==> src/rtl/core/assert_macros.svh <==
`ifndef ASSERT_MACROS_SVH
`define ASSERT_MACROS_SVH

// Implication checked on every rising edge outside reset.
`define SSR_ASSERT_IMPLY(lbl, clk, rst_n, ante, cons, msg) \
    lbl: assert property (@(posedge clk) disable iff (!rst_n) (ante) |-> (cons)) \
        else $error(msg);

// Condition that must never be seen outside reset.
`define SSR_ASSERT_NEVER(lbl, clk, rst_n, cond, msg) \
    `SSR_ASSERT_IMPLY(lbl, clk, rst_n, 1'b1, !(cond), msg)

`endif

==> src/rtl/core/ssr_pkg.sv <==
`timescale 1ns / 1ps

package ssr_pkg;

    localparam int CMD_BYTES  = 8;                  // hard cap on pattern/replacement bytes
    localparam int IDX_W      = $clog2(CMD_BYTES);
    localparam int LEN_W      = 4;
    localparam int CNT_W      = 31;
    localparam int MAX_W      = 32;
    localparam int CFG_DATA_W = 64;
    localparam int CFG_IDX_W  = 3;
    localparam int Q_DEPTH    = 4;

    typedef enum logic [CFG_IDX_W-1:0] {
        CFG_PATTERN_BYTES     = 3'd0,
        CFG_PATTERN_LENGTH    = 3'd1,
        CFG_REPLACE_BYTES     = 3'd2,
        CFG_REPLACE_LENGTH    = 3'd3,
        CFG_MAX_REPLACEMENTS  = 3'd4
    } t_cfg_index;

    // One burst of output items produced by one input item.
    typedef struct packed {
        logic [CMD_BYTES-1:0][7:0] data;
        logic [LEN_W-1:0]          count;   // zero with last set: bare end marker
        logic                      last;
    } t_cmd;

endpackage

==> src/rtl/core/ssr_ifs.sv <==
`timescale 1ns / 1ps

interface ssr_in_if;
    import ssr_pkg::*;
    logic       valid;
    logic       ready;
    logic [7:0] in_byte;
    logic       byte_present;
    logic       in_last;

    modport source (output valid, output in_byte, output byte_present, output in_last,
                    input ready);
    modport sink   (input valid, input in_byte, input byte_present, input in_last,
                    output ready);
endinterface

interface ssr_out_if;
    import ssr_pkg::*;
    logic       valid;
    logic       ready;
    logic [7:0] out_byte;
    logic       out_present;
    logic       out_last;

    modport source (output valid, output out_byte, output out_present, output out_last,
                    input ready);
    modport sink   (input valid, input out_byte, input out_present, input out_last,
                    output ready);
endinterface

interface ssr_cfg_if;
    import ssr_pkg::*;
    logic                  valid;
    logic                  ready;
    logic [CFG_IDX_W-1:0]  reg_index;
    logic [CFG_DATA_W-1:0] wdata;

    modport source (output valid, output reg_index, output wdata, input ready);
    modport sink   (input valid, input reg_index, input wdata, output ready);
endinterface

==> src/rtl/core/ssr_cmd_fifo.sv <==
`timescale 1ns / 1ps

module ssr_cmd_fifo (
    input  logic          i_clk,
    input  logic          i_rst_n,
    input  logic          i_push,
    input  ssr_pkg::t_cmd i_cmd,
    input  logic          i_pop,
    output ssr_pkg::t_cmd o_head,
    output logic          o_empty,
    output logic          o_full
);
    import ssr_pkg::*;

    localparam int PW = $clog2(Q_DEPTH);
    localparam int CW = $clog2(Q_DEPTH + 1);

    t_cmd          r_mem [Q_DEPTH];
    logic [PW-1:0] r_wptr, r_rptr;
    logic [CW-1:0] r_count;

    always_ff @(posedge i_clk) begin
        if (i_push) begin
            r_mem[r_wptr] <= i_cmd;
        end
    end

    always_ff @(posedge i_clk) begin
        if (!i_rst_n) begin
            r_wptr  <= '0;
            r_rptr  <= '0;
            r_count <= '0;
        end else begin
            if (i_push) begin
                r_wptr <= r_wptr + 1'b1;
            end
            if (i_pop) begin
                r_rptr <= r_rptr + 1'b1;
            end
            if (i_push && !i_pop) begin
                r_count <= r_count + 1'b1;
            end else if (!i_push && i_pop) begin
                r_count <= r_count - 1'b1;
            end
        end
    end

    assign o_head  = r_mem[r_rptr];
    assign o_empty = (r_count == '0);
    assign o_full  = (r_count == CW'(Q_DEPTH));

endmodule

==> src/rtl/core/ssr_front.sv <==
`timescale 1ns / 1ps

module ssr_front #(
    parameter int PATTERN_MAX = 8,
    parameter int REPLACE_MAX = 8
) (
    input  logic          i_clk,
    input  logic          i_rst_n,
    ssr_in_if.sink        i_in,
    ssr_cfg_if.sink       i_cfg,
    input  logic          i_q_full,
    output logic          o_push,
    output ssr_pkg::t_cmd o_cmd
);
    import ssr_pkg::*;

    localparam int WIN  = (PATTERN_MAX < CMD_BYTES) ? PATTERN_MAX : CMD_BYTES;
    localparam int RWIN = (REPLACE_MAX < CMD_BYTES) ? REPLACE_MAX : CMD_BYTES;
    localparam int FW   = $clog2(WIN + 1);
    localparam logic [LEN_W-1:0] WIN_LEN  = LEN_W'(WIN);
    localparam logic [LEN_W-1:0] RWIN_LEN = LEN_W'(RWIN);

    // configuration
    logic [CFG_DATA_W-1:0]   r_pat, r_rep;
    logic [LEN_W-1:0]        r_plen, r_rlen;
    logic signed [MAX_W-1:0] r_max;

    // string state
    logic [7:0]       r_win [WIN];
    logic [FW-1:0]    r_fill;
    logic [CNT_W-1:0] r_cnt;

    logic [7:0]       wp [WIN];
    logic [7:0]       n_win [WIN];
    logic [FW-1:0]    fillp, n_fill;
    logic [CNT_W-1:0] n_cnt;
    logic [LEN_W-1:0] plen, rlen;
    logic             accept, push_ok, allowed, try_match, eq, do_match, pop;

    assign i_cfg.ready = 1'b1;
    assign i_in.ready  = !i_q_full;
    assign accept      = i_in.valid && i_in.ready;

    assign plen = (r_plen > WIN_LEN)  ? WIN_LEN  : r_plen;
    assign rlen = (r_rlen > RWIN_LEN) ? RWIN_LEN : r_rlen;

    assign allowed = (plen != '0) && (r_max != '0) &&
                     (r_max[MAX_W-1] || (r_cnt < r_max[CNT_W-1:0]));

    assign push_ok = i_in.byte_present && (r_fill < FW'(WIN));
    assign fillp   = r_fill + FW'(push_ok);

    // window with the incoming byte appended
    always_comb begin
        for (int i = 0; i < WIN; i++) begin
            wp[i] = (push_ok && (FW'(i) == r_fill)) ? i_in.in_byte : r_win[i];
        end
    end

    always_comb begin
        eq = 1'b1;
        for (int i = 0; i < WIN; i++) begin
            eq = eq && ((LEN_W'(i) >= plen) || (wp[i] == r_pat[8*i +: 8]));
        end
    end

    assign try_match = i_in.byte_present && allowed && (LEN_W'(fillp) == plen);
    assign do_match  = try_match && eq;
    assign pop       = i_in.byte_present && !do_match &&
                       (try_match || !allowed || (LEN_W'(fillp) > plen));

    // burst description for the back end
    always_comb begin
        o_cmd.last = i_in.in_last;
        if (do_match) begin
            o_cmd.data  = r_rep;
            o_cmd.count = rlen;
        end else begin
            o_cmd.data = '0;
            for (int i = 0; i < WIN; i++) begin
                o_cmd.data[i] = wp[i];
            end
            if (i_in.in_last) begin
                o_cmd.count = LEN_W'(fillp);
            end else begin
                o_cmd.count = pop ? LEN_W'(1) : '0;
            end
        end
    end

    assign o_push = accept && (i_in.in_last || (o_cmd.count != '0));

    always_comb begin
        n_win  = wp;
        n_fill = fillp;
        n_cnt  = r_cnt;
        if (i_in.in_last) begin
            n_fill = '0;
            n_cnt  = '0;
        end else if (do_match) begin
            n_fill = '0;
            if (r_cnt != '1) begin
                n_cnt = r_cnt + 1'b1;
            end
        end else if (pop) begin
            for (int i = 0; i < WIN - 1; i++) begin
                n_win[i] = wp[i+1];
            end
            n_fill = fillp - 1'b1;
        end
    end

    always_ff @(posedge i_clk) begin
        if (accept) begin
            r_win <= n_win;
        end
    end

    always_ff @(posedge i_clk) begin
        if (!i_rst_n) begin
            r_fill <= '0;
            r_cnt  <= '0;
        end else if (accept) begin
            r_fill <= n_fill;
            r_cnt  <= n_cnt;
        end
    end

    always_ff @(posedge i_clk) begin
        if (!i_rst_n) begin
            r_pat  <= '0;
            r_plen <= '0;
            r_rep  <= '0;
            r_rlen <= '0;
            r_max  <= '1;
        end else if (i_cfg.valid && i_cfg.ready) begin
            case (i_cfg.reg_index)
                CFG_PATTERN_BYTES:    r_pat  <= i_cfg.wdata;
                CFG_PATTERN_LENGTH:   r_plen <= i_cfg.wdata[LEN_W-1:0];
                CFG_REPLACE_BYTES:    r_rep  <= i_cfg.wdata;
                CFG_REPLACE_LENGTH:   r_rlen <= i_cfg.wdata[LEN_W-1:0];
                CFG_MAX_REPLACEMENTS: r_max  <= i_cfg.wdata[MAX_W-1:0];
                default: ;
            endcase
        end
    end

endmodule

==> src/rtl/core/ssr_back.sv <==
`timescale 1ns / 1ps

module ssr_back (
    input  logic          i_clk,
    input  logic          i_rst_n,
    input  ssr_pkg::t_cmd i_head,
    input  logic          i_head_valid,
    output logic          o_pop,
    ssr_out_if.source     o_out
);
    import ssr_pkg::*;

    logic [IDX_W-1:0] r_idx, n_idx;
    logic             r_valid, n_valid;
    logic [7:0]       r_byte;
    logic             r_present, r_last;

    logic [LEN_W-1:0] n_items;
    logic             load, fin;

    assign n_items = (i_head.count == '0) ? LEN_W'(1) : i_head.count;
    assign fin     = (LEN_W'(r_idx) == (n_items - LEN_W'(1)));
    assign load    = i_head_valid && (!r_valid || o_out.ready);
    assign o_pop   = load && fin;

    always_comb begin
        n_idx   = r_idx;
        n_valid = r_valid;
        if (load) begin
            n_idx   = fin ? '0 : r_idx + 1'b1;
            n_valid = 1'b1;
        end else if (o_out.ready) begin
            n_valid = 1'b0;
        end
    end

    always_ff @(posedge i_clk) begin
        if (!i_rst_n) begin
            r_idx   <= '0;
            r_valid <= 1'b0;
        end else begin
            r_idx   <= n_idx;
            r_valid <= n_valid;
        end
    end

    // bare end marker carries a zero byte
    always_ff @(posedge i_clk) begin
        if (load) begin
            r_byte    <= (i_head.count != '0) ? i_head.data[r_idx] : 8'h00;
            r_present <= (i_head.count != '0);
            r_last    <= i_head.last && fin;
        end
    end

    assign o_out.valid       = r_valid;
    assign o_out.out_byte    = r_byte;
    assign o_out.out_present = r_present;
    assign o_out.out_last    = r_last;

endmodule

==> src/rtl/core/substring_replace_stream.sv <==
// Accepted items are queued as bursts; the back end loads result items into an output register.
// Throughput: one input item per cycle while the burst queue is not full; an item that yields k
//   result items sends them in turn; a four-entry burst queue lets input run ahead meanwhile.
// Reset (i_rst_n low, synchronous): window, counter and queue empty, registers to
//   their defaults (lengths and bytes zero, replacement limit unlimited).
`timescale 1ns / 1ps
`include "assert_macros.svh"

module substring_replace_stream #(
    parameter int PATTERN_MAX = 8,
    parameter int REPLACE_MAX = 8
) (
    input  logic      i_clk,
    input  logic      i_rst_n,
    ssr_in_if.sink    i_in,
    ssr_cfg_if.sink   i_cfg,
    ssr_out_if.source o_out
);
    import ssr_pkg::*;

    t_cmd q_cmd, q_head;
    logic q_push, q_pop, q_full, q_empty;

    ssr_front #(
        .PATTERN_MAX(PATTERN_MAX),
        .REPLACE_MAX(REPLACE_MAX)
    ) u_front (
        .i_clk    (i_clk),
        .i_rst_n  (i_rst_n),
        .i_in     (i_in),
        .i_cfg    (i_cfg),
        .i_q_full (q_full),
        .o_push   (q_push),
        .o_cmd    (q_cmd)
    );

    ssr_cmd_fifo u_fifo (
        .i_clk   (i_clk),
        .i_rst_n (i_rst_n),
        .i_push  (q_push),
        .i_cmd   (q_cmd),
        .i_pop   (q_pop),
        .o_head  (q_head),
        .o_empty (q_empty),
        .o_full  (q_full)
    );

    ssr_back u_back (
        .i_clk        (i_clk),
        .i_rst_n      (i_rst_n),
        .i_head       (q_head),
        .i_head_valid (!q_empty),
        .o_pop        (q_pop),
        .o_out        (o_out)
    );

    `SSR_ASSERT_NEVER(a_push_full, i_clk, i_rst_n, q_push && q_full,
        "burst pushed into full queue")
    `SSR_ASSERT_NEVER(a_pop_empty, i_clk, i_rst_n, q_pop && q_empty,
        "burst popped from empty queue")
    `SSR_ASSERT_IMPLY(a_bare_end, i_clk, i_rst_n, o_out.valid && !o_out.out_present,
        o_out.out_last, "bare item without last")

endmodule
==> src/flat_wrapper.sv <==
// flat-port wrapper written by rule: the top's interface ports become plain ports
module substring_replace_stream_flat import ssr_pkg::*;
#(
    parameter int PATTERN_MAX = 8,
    parameter int REPLACE_MAX = 8
)
  (i_clk, i_rst_n, i_in_valid, i_in_in_byte, i_in_byte_present, i_in_in_last, i_in_ready, i_cfg_valid, i_cfg_reg_index, i_cfg_wdata, i_cfg_ready, o_out_valid, o_out_out_byte, o_out_out_present, o_out_out_last, o_out_ready);
  ssr_in_if i_in_i ();
  ssr_cfg_if i_cfg_i ();
  ssr_out_if o_out_i ();
  input  logic i_clk;
  input  logic i_rst_n;
  input wire logic [$bits(i_in_i.valid)-1:0] i_in_valid;
  input wire logic [$bits(i_in_i.in_byte)-1:0] i_in_in_byte;
  input wire logic [$bits(i_in_i.byte_present)-1:0] i_in_byte_present;
  input wire logic [$bits(i_in_i.in_last)-1:0] i_in_in_last;
  output wire logic [$bits(i_in_i.ready)-1:0] i_in_ready;
  input wire logic [$bits(i_cfg_i.valid)-1:0] i_cfg_valid;
  input wire logic [$bits(i_cfg_i.reg_index)-1:0] i_cfg_reg_index;
  input wire logic [$bits(i_cfg_i.wdata)-1:0] i_cfg_wdata;
  output wire logic [$bits(i_cfg_i.ready)-1:0] i_cfg_ready;
  output wire logic [$bits(o_out_i.valid)-1:0] o_out_valid;
  output wire logic [$bits(o_out_i.out_byte)-1:0] o_out_out_byte;
  output wire logic [$bits(o_out_i.out_present)-1:0] o_out_out_present;
  output wire logic [$bits(o_out_i.out_last)-1:0] o_out_out_last;
  input wire logic [$bits(o_out_i.ready)-1:0] o_out_ready;
  assign i_in_i.valid = i_in_valid;
  assign i_in_i.in_byte = i_in_in_byte;
  assign i_in_i.byte_present = i_in_byte_present;
  assign i_in_i.in_last = i_in_in_last;
  assign i_in_ready = i_in_i.ready;
  assign i_cfg_i.valid = i_cfg_valid;
  assign i_cfg_i.reg_index = i_cfg_reg_index;
  assign i_cfg_i.wdata = i_cfg_wdata;
  assign i_cfg_ready = i_cfg_i.ready;
  assign o_out_valid = o_out_i.valid;
  assign o_out_out_byte = o_out_i.out_byte;
  assign o_out_out_present = o_out_i.out_present;
  assign o_out_out_last = o_out_i.out_last;
  assign o_out_i.ready = o_out_ready;
  substring_replace_stream #(.PATTERN_MAX(PATTERN_MAX), .REPLACE_MAX(REPLACE_MAX)) u_core (.i_clk(i_clk), .i_rst_n(i_rst_n), .i_in(i_in_i), .i_cfg(i_cfg_i), .o_out(o_out_i));
endmodule
==> config.mk <==
export PLATFORM = sky130hd
export DESIGN_NAME = substring_replace_stream_flat
export DESIGN_NICKNAME = d
export VERILOG_FILES = /design/src/rtl/core/ssr_pkg.sv /design/src/rtl/core/ssr_ifs.sv /design/src/rtl/core/ssr_cmd_fifo.sv /design/src/rtl/core/ssr_front.sv /design/src/rtl/core/ssr_back.sv /design/src/rtl/core/substring_replace_stream.sv /design/src/flat_wrapper.sv
export VERILOG_INCLUDE_DIRS = /design/src /design/src/rtl/core
export SDC_FILE = /design/constraint.sdc
export NUM_CORES = 1
export LEC_CHECK = 0
export BUFFER_PORTS_ARGS = -buffer_cell sky130_fd_sc_hd__buf_2
export CORE_ASPECT_RATIO = 1.2
export CORE_MARGIN = 3
export CORE_UTILIZATION = 40
export CTS_CLUSTER_DIAMETER = 40
export DETAILED_ROUTE_END_ITERATION = 8
export PLACE_DENSITY = 0.61
export SYNTH_ARGS = -nofsm -noshare
export SYNTH_HDL_FRONTEND = slang
export SYNTH_SLANG_ARGS = --single-unit
==> constraint.sdc <==
create_clock -name i_clk -period 7 [get_ports i_clk]
set_input_delay 0.7 -clock i_clk [delete_from_list [all_inputs] [get_ports i_clk]]
set_output_delay 0.7 -clock i_clk [all_outputs]
set_load 0.03 [all_outputs]
# --- Yosys cells after proc, flatten, opt, wreduce, memory -nomap -nowiden ---
# Memory sizes are Yosys's and may differ from the RTL's. A register that Yosys moved wholly into a read port is not among the register bits.
# Index checks and enable logic that the tools add are counted.
word_totals:
  memories: 1
  ff_bits: 288
  rom_bits: 0
  latchBits: 0
  out_inout_bits: 13
  mem_bits_rw: 276
  wordCells: 172
classes:
  mux: 34
  reduce_logical: 68
  add_sub_neg: 9
  div_mod_pow: 0
  magnitude_cmp: 14
  bitwise: 0
  multipliers: 0
  n_eq_ne: 23
  shift: 0
mem_list:
  columns: ["name", "words", "width", "rd", "rd_clocked_by_memory_dff", "write_ports", "line", "text"]
  rows:
  - ["u_core.u_fifo.r_mem", 4, 69, 1, 1, 1, "ssr_cmd_fifo.sv:18", "t_cmd r_mem [Q_DEPTH];"]
ops:
  columns: ["cell", "count"]
  rows:
  - ["$mux 56", 3]
  - ["$mux 31", 3]
  - ["$mux 8", 9]
  - ["$mux 68", 1]
  - ["$eq 8x8->1", 8]
  - ["$reduce_bool 32->1", 1]
  - ["$add 31x1->31 const B", 1]
  - ["$lt 31x31->1", 1]
  - ["$ne 31x31->1 const B", 1]
  - ["$logic_and 1x1->1", 30]
  - ["$mux 4", 7]
  - ["$bmux 8 s3", 1]
  - ["$eq 3x4->1 const A", 4]
  - ["$ge 3x4->1 const A", 4]
  - ["$logic_or 1x1->1", 13]
  - ["$reduce_bool 4->1", 3]
  - ["$reduce_and 2->1", 5]
  - ["$mux 3", 3]
  - ["$eq 2x4->1 const A", 2]
  - ["$ge 1x4->1 const A", 2]
  - ["$ge 2x4->1 const A", 2]
  - ["$gt 4x4->1 const B", 2]
  - ["$logic_not 4->1", 2]
  - ["$reduce_bool 2->1", 4]
  - ["other kinds (19)", 36]

# --- Longest topological paths before layout ---
depth:
  word_depth: 27
  depth_mapped: 20
  mapped_depth_nobuf: 18

# --- By module ---
# From an unflattened synthesis, not the netlist that was laid out.
unflattened:
  cells_unflattened: 2341
  hier_area_um2: 26534.2
modules_own_cells:
  columns: ["mod", "area_per_inst_um2", "seq_area_each_um2", "instances", "cells_per_inst"]
  rows:
  - ["ssr_front", 15004.4, 5985.7, 1, 1857]
  - ["ssr_cmd_fifo", 10412.5, 8468.1, 1, 404]
  - ["ssr_back", 1113.6, 380.4, 1, 79]
  - ["substring_replace_stream", 3.8, 0.0, 1, 1]

# --- Worst setup path after synthesis ---
# OpenSTA, ideal clock, no wires.
synth_path:
  path_kind: "in2reg"
  start: "in i_in_byte_present"
  end: "mem u_core.u_fifo.r_mem[0][0] in the netlist's numbering (enable)"
  stages: 14
  setup_time_ns: 0.435
  path_slack_ns: 2.103
  arrival_time_ns: 4.462
  required_time_ns: 6.565
  path_cell_list: "buf_4 -> or3b_4 -> buf_6 -> buf_6 -> o21ai_0 -> o21ai_0 -> xor2_1 -> nor3_1 -> a32o_2 -> o211a_1 -> nand4_1 -> o211a_1 -> clkbuf_1 -> and2_1"
synth_between:
  elab_chain_cells: 24
  elab_cells_between_ends: 59
  cone_classes: "add/sub: 1; order compare: 1; eq/ne: 9; mux: 13; reduce/logical: 35"
synth_lines:
  columns: ["item", "line", "text"]
  rows:
  - ["from (decl)", "flat_wrapper.sv:15", "input wire logic [$bits(i_in_i.byte_present)-1:0] i_in_byte_present;"]
  - ["$logic_and 1x1->1", "ssr_front.sv:50", "assign push_ok = i_in.byte_present && (r_fill < FW'(WIN));"]
  - ["$logic_and 1x1->1", "ssr_front.sv:56", "wp[i] = (push_ok && (FW'(i) == r_fill)) ? i_in.in_byte : r_win[i];"]
  - ["$mux 8", "ssr_front.sv:56", null]
  - ["$eq 8x8->1", "ssr_front.sv:63", "eq = eq && ((LEN_W'(i) >= plen) || (wp[i] == r_pat[8*i +: 8]));"]
  - ["$logic_or 1x1->1", "ssr_front.sv:63", null]
  - ["$logic_and 1x1->1 (7 in series)", "ssr_front.sv:63", null]
  - ["$logic_and 1x1->1", "ssr_front.sv:68", "assign do_match = try_match && eq;"]
  - ["$logic_not 1->1", "ssr_front.sv:69", "assign pop = i_in.byte_present && !do_match &&"]
  - ["[3 not listed]", null, null]
  - ["$mux 4", "ssr_front.sv:83", "if (i_in.in_last) begin"]
  - ["$mux 68 *", "ssr_front.sv:75", "if (do_match) begin"]
  - ["$reduce_bool 4->1 *", "ssr_front.sv:91", "assign o_push = accept && (i_in.in_last || (o_cmd.count != '0));"]
  - ["$logic_or 1x1->1 *", "ssr_front.sv:91", null]
  - ["$logic_and 1x1->1 *", "ssr_front.sv:91", null]
  - ["via u_core.q_push", "substring_replace_stream.sv:22", "logic q_push, q_pop, q_full, q_empty;"]
  - ["$mux 1 *", "ssr_cmd_fifo.sv:23", "if (i_push) begin"]
  - ["$mux 1 (not written as such) *", "ssr_cmd_fifo.sv:24", "r_mem[r_wptr] <= i_cmd;"]
  - ["to (decl)", "ssr_cmd_fifo.sv:18", null]
# Mark *: on every way through the listed nets, which the timed path passes. The rest lies on a longest branch.

==> impl_metrics.ini <==
[route]
routed_via_density = 5.807
drt_iter0_drc = 1782
drc = 0
detail_route.wl_per_cell_um = 24.60
num_vias = 19330
first_pass_iters = 6
antenna_left = 0
totalWireLength_um = 81880

[timing]
slew_headroom = 0.2237
rsz0062_at_grt = no
period_needed_ns = 5.651
timing.fmax_ghz = 0.1770
hold_slack_ns = 0.3449
finalCritPeriodShare = 0.8072
setup-tns-final_ns = 0
hold_viol_final = 0
clock-skew-final_ns = 0.02710
setup_violations = 0
drv_slew = 0
worst_pin_slew_ns = 1.160

[yosys]
synth-compound-area-share = 0.1330
syn-cell-area_um2 = 26790
yosysTopAreaCell = edfxtp_1
synth_top_family_by_area = compound AO/OA/AOI/OAI gates
synth_top_area_frac = 0.3924
avgSynthCellArea_um2 = 11.56
synth_sequential_area_ratio = 0.5538
synth.distinct_cells = 89
synthFlopType = edfxtp_1
syn_nets = 2445
ys_ff_latch = 566
synth.area.top_cells = edfxtp_1, dfxtp_1, mux4_2, nand2_1, a21boi_0
synth_fa_ha_area_frac = 0.02177
async_reset_ff_frac = 0
yosys.area_share.xor_xnor = 0.01275
synthSimpleGateAreaFrac = 0.1262
synthesis.instances = 2317
yosys_warnings = 0
synth_edf_count = 350
muxShareOfSynthArea = 0.1121

[clock_tree]
clockBufferDepth = 3
cts.sinks = 566
clkSlewWorstSetupHoldPaths_ns = 0.07
cts_tree = built
post_cts_buffers = 0
ctsHoldBuffers = 0
h-tree-depth = 3
worstSkewPairLatency_ns = 0.63
root_buffer = clkbuf_16
cts-buffers-inserted = 78
cts_resized = 0

[critical_path]
crit_type = reg -> reg
worst_path_max_delay_cell = a311o_2
cp_num_cells = 10
cp.required_ns = 7.48
critPathLaunchType = flip-flop
cp_num_buf_inv = 1
path_cells = nand2b_1 > nor2_1 > a21oi_1 > a32o_1 > or3_1 > o22ai_2 > a311o_2 > buf_4 > mux2i_2 > o221a_2
cp.arrival_ns = 6.13
critPathTopFamily = compound AO/OA/AOI/OAI gates
crit_path_end_kind = flip-flop
slowest_delay_ns = 1.01
reg2reg_depth = 10
crit_fanout = 59

[die]
io_pins = 95
die_area_um2 = 70120
rows = 103
die_h_um = 289.5
start_util = 0.4052
die_x_um = 242.2
core_area_um2 = 66110

[power]
p_leak_nw = 10.67
combPwrFrac = 0.183
seqPwrFrac = 0.425
clkPwrFrac = 0.392
power.internal_w = 0.007190
ir_drop_mv = 0.2087
swShare = 0.2936
power_switching_w = 0.002989
pwr_density_cell_nw_per_um2 = 331.4

[layout]
fill_cells = 5954
synthToLayoutAreaGrowth_pct = 14.64
drive_above_1_share = 0.1947
final_net_count = 2497

[global_route]
grt_pass1_wl_um = 122500
grt_pass1_vias = 19200
grt_usage = 0.2316
antenna_found_initial = 3
overflow = 0
grt_max_degree = 99

[place]
place.gp.congestion = 0.9407
portBuffers = 93
dp_hpwl_um = 57030

[job]
cap_violations = 0

[min_path]
hold_depth = 3
hold_path_class = in -> reg

[run_status]
status = completed
worst reg2reg max path, cell delays in order (launching register included):
cell and delay (ns):
dfxtp_1 0.65, nand2b_1 0.39, nor2_1 0.98, a21oi_1 0.24, a32o_1 0.27, or3_1 0.32
o22ai_2 0.40, a311o_2 1.01, buf_4 0.48, mux2i_2 0.51, o221a_2 0.27
sequential cells by signal, indices dropped and copies added, names as in the netlist, named ones only:
signal / flops
u_core.u_back.o_out.out_byte: 8
u_core.u_back.o_out.out_last: 1
u_core.u_back.o_out.out_present: 1
u_core.u_back.o_out.valid: 1
u_core.u_back.r_idx: 3
u_core.u_fifo.r_count: 3
u_core.u_fifo.r_mem: 276
u_core.u_fifo.r_rptr: 2
u_core.u_fifo.r_wptr: 2
u_core.u_front.r_cnt: 31
u_core.u_front.r_fill: 4
u_core.u_front.r_max: 32
u_core.u_front.r_pat: 64
u_core.u_front.r_plen: 4
u_core.u_front.r_rep: 64
u_core.u_front.r_rlen: 4
u_core.u_front.r_win: 64
cell type report:
cell class                 count  area, um2  area share
multi-input combinational   1486      10900      0.3549
clock buffer                  98       2193     0.07142
tap                          892       1116     0.03634
clock inverter                48      496.7     0.01617
inverter                     116      435.4     0.01418
antenna                        1      2.502  0.00008149
sequential                   566      14840      0.4832
timing repair buffer         121      728.2     0.02371
power by group through the flow:
stage                     Sequential (W)  Clock [W]  Combinational, W
after floorplan                  0.00431          0           0.00123
after global placement           0.00438          0           0.00182
after detailed placement         0.00439          0           0.00186
after CTS                        0.00432    0.00405           0.00187
after global routing             0.00436    0.00420           0.00200
final                            0.00432    0.00399           0.00187
per-stage QoR:
stage               cells  total power (W)  instance area [um2]  utilization  setup WS (ns)
detailed placement   3181         0.006250                28020       0.4238          1.202
global placement     3181         0.006201                28020       0.4238          1.336
global route         3327          0.01056                30710       0.4645          1.028
CTS                  3327          0.01024                30710       0.4645          1.446
finish               3328          0.01018                30710       0.4645          1.349
floorplan            2317         0.005539                26790            -          2.103
synthesized netlist by cell type (5+ instances only):
| master | n |
|---|---|
| nor3_1 | 21 |
| o2111ai_1 | 5 |
| a221oi_1 | 12 |
| o211ai_1 | 40 |
| inv_1 | 114 |
| edfxtp_1 | 350 |
| a21o_1 | 10 |
| mux2_2 | 59 |
| o31ai_1 | 9 |
| a222oi_1 | 8 |
| ha_1 | 45 |
| o21ai_0 | 75 |
| xor2_1 | 18 |
| a21boi_0 | 134 |
| buf_2 | 20 |
| nand2b_1 | 9 |
| or4_1 | 12 |
| buf_1 | 14 |
| and3_1 | 11 |
| nor2b_1 | 20 |
| o221a_2 | 33 |
| a31oi_1 | 8 |
| and2_1 | 19 |
| nor2_1 | 47 |
| nand3_1 | 52 |
| o21ai_1 | 12 |
| or3_1 | 47 |
| mux4_2 | 85 |
| nor4_1 | 23 |
| clkbuf_1 | 103 |
| buf_4 | 8 |
| o21a_1 | 7 |
| nand4_1 | 12 |
| or2_2 | 6 |
| xnor2_1 | 21 |
| a21oi_1 | 56 |
| o221ai_1 | 11 |
| dfxtp_1 | 216 |
| nand2_1 | 414 |
| mux2i_1 | 37 |
| nand3b_1 | 6 |
| o22ai_1 | 24 |
layout by cell type (no fill, tap or decap), drive strengths merged, types with 18 or more instances in the layout:
master and count:
nor2 50, o22ai 25, xnor2 21, ha 45, buf 121, a21oi 56
or3 47, xor2 18, inv 133, nor2b 20, mux2i 40, mux4 85
nand3 52, nor4 23, and2 19, nand2 416, dfxtp 216, edfxtp 350
mux2 60, nor3 23, a21boi 135, o21ai 87, o221a 33, clkbuf 98
clkinv 24, o211ai 40
metal layers:
metal  vias to the layer above  track usage  routed length, um
met5                         -            0                 23
met4                         4       0.1063               3666
met3                       196      0.03416               5293
met2                       776       0.3942              39920
met1                      9610       0.2934              32970
li1                       8740            -                  -
path summary, 6_finish.rpt:
| path | slack [ns] | end | startpoint |
|---|---|---|---|
| setup / recovery | 1.35 | u_core.u_front.r_win[19] | u_core.u_front.r_fill[0] |
| hold / removal | 0.34 | u_core.u_front.r_rep[48] | i_cfg_wdata[48] |
| setup reg to reg | 1.35 | u_core.u_front.r_win[19] | u_core.u_front.r_fill[0] |
| hold reg to reg | 0.47 | u_core.u_front.r_rep[49] | u_core.u_front.r_rep[49] |
logic make-up after synthesis:
logic type      after synthesis
compound gates              492
flops                       566
fa+ha+maj                    46
xor+xnor                     39
simple gates                723
other cells                   1
mux                         185
buf+inv                     265
Power figures use the tool's default switching activity.
